[src/rtl/core/rpc_pkg.sv]
// ============================================================================
// rpc_pkg
// Shared types, constants and CORDIC table functions for the converter.
// ============================================================================
package rpc_pkg;

    localparam int CORDIC_STAGES = 16;
    localparam int FRAC_BITS     = 16;
    localparam int GUARD         = 24;

    localparam logic [1:0] OP_RECT  = 2'd0;
    localparam logic [1:0] OP_POLAR = 2'd1;
    localparam logic [1:0] OP_BAD_A = 2'd2;
    localparam logic [1:0] OP_BAD_B = 2'd3;

    localparam logic [63:0] PI4_Q62      = 64'h3243F6A8885A308D;
    localparam logic [63:0] INVK_INF_Q32 = 64'h00000000_9B74EDA8;

    // per-word control carried along the cell chain
    typedef struct packed {
        logic        polar;
        logic        bad;
        logic        neg;
        logic        zero;
        logic [31:0] x_in;
        logic [31:0] y_in;
        logic [32:0] mag_in;
        logic [31:0] ang;
    } t_ctrl;

    // atan(2^-i) in Q30
    function automatic logic signed [31:0] atan_q30(input int i);
        logic [63:0] q62;
        logic signed [63:0] sum;
        logic [63:0] term;
        logic plus;
        q62  = '0;
        sum  = '0;
        term = '0;
        plus = 1'b1;
        if (i == 0) begin
            q62 = PI4_Q62;
        end else begin
            for (int k = 1; k * i <= 62; k += 2) begin
                term = (64'd1 << (62 - k * i)) / 64'(k);
                sum  = plus ? sum + $signed(term) : sum - $signed(term);
                plus = !plus;
            end
            q62 = 64'(sum);
        end
        atan_q30 = 32'((q62 + 64'h80000000) >> 32);
    endfunction

    function automatic logic signed [31:0] inv_gain_q30(input int stages);
        logic [63:0] corr;
        corr = '0;
        if (2 * stages < 63) begin
            corr = ((INVK_INF_Q32 * 64'd2) / 64'd3) >> (2 * stages);
        end
        inv_gain_q30 = 32'((INVK_INF_Q32 + corr + 64'd2) >> 2);
    endfunction

endpackage

[src/rtl/core/rpc_cell.sv]
// ============================================================================
// rpc_cell
// One CORDIC micro-rotation; vectoring or rotation chosen per word.
// ============================================================================
module rpc_cell #(
    parameter int STAGE = 0
) (
    input  logic                 i_clk,
    input  logic                 i_rst_n,
    input  logic                 i_en,
    input  logic                 i_valid,
    input  rpc_pkg::t_ctrl       i_ctrl,
    input  logic signed [63:0]   i_x,
    input  logic signed [63:0]   i_y,
    input  logic signed [63:0]   i_z,
    output logic                 o_valid,
    output rpc_pkg::t_ctrl       o_ctrl,
    output logic signed [63:0]   o_x,
    output logic signed [63:0]   o_y,
    output logic signed [63:0]   o_z
);
    localparam logic signed [63:0] ATAN = 64'(rpc_pkg::atan_q30(STAGE));

    logic               r_valid;
    rpc_pkg::t_ctrl     r_ctrl;
    logic signed [63:0] r_x, r_y, r_z;
    logic signed [63:0] n_x, n_y, n_z, dx, dy;
    logic               dir;

    always_comb begin
        dx  = i_y >>> STAGE;
        dy  = i_x >>> STAGE;
        // vectoring follows y, rotation follows z
        dir = i_ctrl.polar ? (i_z >= 0) : (i_y < 0);
        if (dir) begin
            n_x = i_x - dx; n_y = i_y + dy;
            n_z = i_ctrl.polar ? i_z - ATAN : i_z - ATAN;
        end else begin
            n_x = i_x + dx; n_y = i_y - dy;
            n_z = i_z + ATAN;
        end
    end

    always_ff @(posedge i_clk) begin
        if (!i_rst_n) begin
            r_valid <= 1'b0;
        end else if (i_en) begin
            r_valid <= i_valid;
        end
        if (i_en) begin
            r_ctrl <= i_ctrl;
            r_x    <= n_x;
            r_y    <= n_y;
            r_z    <= n_z;
        end
    end

    assign o_valid = r_valid;
    assign o_ctrl  = r_ctrl;
    assign o_x     = r_x;
    assign o_y     = r_y;
    assign o_z     = r_z;
endmodule

[config.mk]
export PLATFORM = sky130hd
export DESIGN_NAME = rpc_cell
export DESIGN_NICKNAME = d
export VERILOG_FILES = /design/src/rtl/core/rpc_pkg.sv /design/src/rtl/core/rpc_cell.sv
export SDC_FILE = /design/constraint.sdc
export NUM_CORES = 1
export LEC_CHECK = 0
export ABC_AREA = 0
export CORE_AREA = 2 2 252 254
export CTS_BUF_LIST = sky130_fd_sc_hd__clkbuf_8
export DETAILED_ROUTE_END_ITERATION = 16
export DIE_AREA = 0 0 254 256
export DONT_BUFFER_PORTS = 1
export PLACE_DENSITY = 0.66
export SYNTH_ARGS = -nofsm -noshare
export SYNTH_HDL_FRONTEND = slang
export SYNTH_SLANG_ARGS = --single-unit
[constraint.sdc]
create_clock -name i_clk -period 19.7 [get_ports i_clk]
set_clock_uncertainty 0.15 [all_clocks]
set_input_delay 1.97 -clock i_clk [delete_from_list [all_inputs] [get_ports i_clk]]
set_output_delay 1.97 -clock i_clk [all_outputs]
set_load 0.02 [all_outputs]
==> flow_metrics.py <==
metrics = {
    "outcome": {
        "status": "finished with violations",
        "violations": "slew limit",
    },
    "place": {
        "post-dp-hpwl_mm": 82.69,
        "place.gp.congestion": 1.102,
        "io_buffers": 0,
        "place_inst": 3583,
    },
    "timing": {
        "fmax_mhz": 160.8,
        "setup_tns_ns": 0,
        "setup_viol": 0,
        "hold_viol": 0,
        "finalCritPeriodShare": 0.3158,
        "fin_crit_ns": 6.220,
        "slew_violations": 40,
        "tightestPinTransition_ns": 1.559,
        "maxSlewHeadroom": -0.03966,
        "grt_setup_unrepaired": "no",
    },
    "floorplan": {
        "die_y_um": 256,
        "initial_core_util": 0.4186,
        "die_w_um": 254,
        "die_area_um2": 65020,
        "num_io_pins": 655,
        "rows": 92,
        "core_area_um2": 62390,
    },
    "global_routing": {
        "gr-total-overflow": 0,
        "grt_pass1_vias": 21892,
        "grt_antenna_before_repair": 11,
        "grt_max_degree": 326,
        "grt_util_all_layers": 0.3066,
        "grt_pass1_wl_mm": 148.4,
    },
    "finish": {
        "stdcell_count": 3689,
        "fill_cells": 6108,
        "final_cell_mix": "a21oi_1, edfxtp_1, ha_1",
        "layout-drive-gt1-share": 0.05217,
        "syn2layout_area_growth_pct": 6.252,
        "post-route-util": 0.4448,
        "layout_commonest_cell": "a21oi_1",
        "nets": 3364,
    },
    "worst_setup_path": {
        "critPathKind": "in -> reg",
        "cp.arrival_ns": 6.48,
        "critPathMaxFanout": 81,
        "max_stage_delay_ns": 0.59,
        "cpMaxStageDelayCell": "nor2_4",
        "path_cells": "nor2b_1 -> buf_4 -> nor2_4 -> inv_6 -> ha_1 -> a2111oi_0 -> a2111oi_2 -> a311oi_1 -> o221a_2 -> a2bb2oi_2 -> a31oi_1 -> a21bo_2 -> a221oi_2 -> nand4b_1 -> nand3_1",
        "crit_path_end_kind": "register",
        "crit_path_start_kind": "input port",
        "required_ns": 19.96,
    },
    "cts": {
        "cts_resized": 0,
        "numCtsBuffers": 55,
        "cts_tree": "yes",
        "cts_setup_buffers": 0,
        "clock_latency_ns": 0.65,
        "cts_max_path_buffers": 3,
        "clk_pin_slew_ns": 0.07,
        "ctsHoldBuffers": 0,
        "htree_levels": 2,
        "clock_sinks": 325,
        "clock-root-buffer": "clkbuf_8",
    },
    "detailed_routing": {
        "drc": 0,
        "wirelength_mm": 104.6,
        "drtIter0Drc": 2592,
        "drt_pass1_iterations": 6,
        "dr_total_vias": 23125,
        "wl_per_cell_um": 28.35,
        "ant_nets": 0,
        "viasPerCell": 6.269,
    },
    "logic_synthesis": {
        "synth_edf_count": 324,
        "ys_seq_elements": 325,
        "avgSynthCellArea_um2": 9.088,
        "ys_seq_area_frac": 0.3733,
        "synth.net_count": 3444,
        "yosysWarnings": 0,
        "synthCells": 2874,
        "synth_area_um2": 26120,
        "ys.flop_type": "edfxtp_1",
        "ys_types": 109,
        "async_reset_ff_frac": 0,
    },
    "pwr": {
        "seq_power_share": 0.462,
        "power.internal_uw": 1451,
        "swShare": 0.3875,
        "clkPwrFrac": 0.266,
        "power_switching_uw": 918.4,
        "leakage_uw": 0.01067,
        "ir_drop_mv": 0.05120,
        "comb_power_share": 0.272,
        "p_per_area_nw_per_um2": 85.40,
    },
    "min_path": {
        "hold_path_class": "reg -> reg",
    },
    "flow_run": {
        "maxCapViolCount": 0,
    },
}
==> stage by stage <==
stage | hold slack, ns | setup WS [ns] | instance area (µm²) | power, µW
2_1_floorplan | 0.4393 | 12.04 | 26120 | 1507
3_3_place_gp | 0.5265 | 13.02 | 26630 | 1732
3_5_place_dp | 0.5237 | 12.85 | 26630 | 1727
4_1_cts | 0.5401 | 13.57 | 27740 | 2369
5_1_grt | 0.6013 | 13.30 | 27740 | 2462
6_report | 0.5471 | 13.48 | 27750 | 2370
==> sequential cells by signal, summed over array words and instances (netlist names) <==
name / count
o_ctrl: 133
o_x: 64
o_z: 64
o_y: 63
o_valid: 1
==> critical path, delay by kind of cell <==
kind | cells | cell delay [ns]
AND/OR/NAND/NOR | 4 | 0.93
adder cells (fa/ha/maj) | 1 | 0.46
AO/OA/AOI/OAI | 8 | 2.50
buffers and inverters | 2 | 0.58
==> path summary, 6_finish.rpt <==
| path | slack (ns) | endpoint | start | cells past startpoint |
|---|---|---|---|---|
| worst min-delay path | 0.55 | o_valid | o_valid | 2 |
| worst max-delay path | 13.48 | o_z[61] | i_ctrl[132] | 15 |
| worst min register to register | 0.55 | o_valid | o_valid | 2 |
| worst max register to register | 18.68 | o_valid | o_valid | 2 |
==> layout make-up <==
type                    instances  area (µm²)  share of cell area
inverters                     221       834.6             0.03007
clock buffers                  56       770.7             0.02777
repair buffers                  7       52.55            0.001894
flip-flops and latches        325        9749              0.3513
well taps                     846        1059             0.03814
clock inverters                44       334.1             0.01204
diodes                          6       15.01           0.0005411
multi-input cells            2184       14940              0.5382
==> cells by family after synthesis <==
kind of cell | synth area share
AOI/OAI and AO/OA | 0.2485
muxes | 0.01001
DFF | 0.3733
adders and majority gates | 0.1175
xor gates and xnor gates | 0.06506
and+or+nand+nor | 0.1308
buffers and inverters | 0.05485
==> per-layer routing <==
| metal | up-vias | wire length, µm | track usage |
|---|---|---|---|
| li1 | 10384 | - | - |
| met1 | 11010 | 39050 | 0.3630 |
| met2 | 1448 | 47890 | 0.4948 |
| met3 | 277 | 10820 | 0.08787 |
| met4 | 6 | 6810 | 0.1766 |
| met5 | - | 34 | 0 |
==> synthesized netlist by cell type, drive strengths merged (46+ instances only) <==
cell type  instances  area, µm²
edfxtp           324       9729
o21ai            197      993.5
xnor2            166       1454
nor3              56      290.3
nor2             223      844.6
clkbuf            98      369.1
ha               238       2978
buf               46      234.0
nand4             55      344.1
nand2            183      686.9
o21bai            79      593.1
a21o              69      520.5
inv              217      814.5
a21oi            390       1967
==> power by group through the flow <==
stage / Clock, µW / Sequential (µW) / Combinational, µW
global route: 674 / 1100 / 690
floorplan: 0 / 1050 / 453
CTS: 647 / 1100 / 627
global placement: 0 / 1110 / 623
finish: 631 / 1100 / 643
detailed placement: 0 / 1110 / 620
Power figures use the tool's default switching activity.
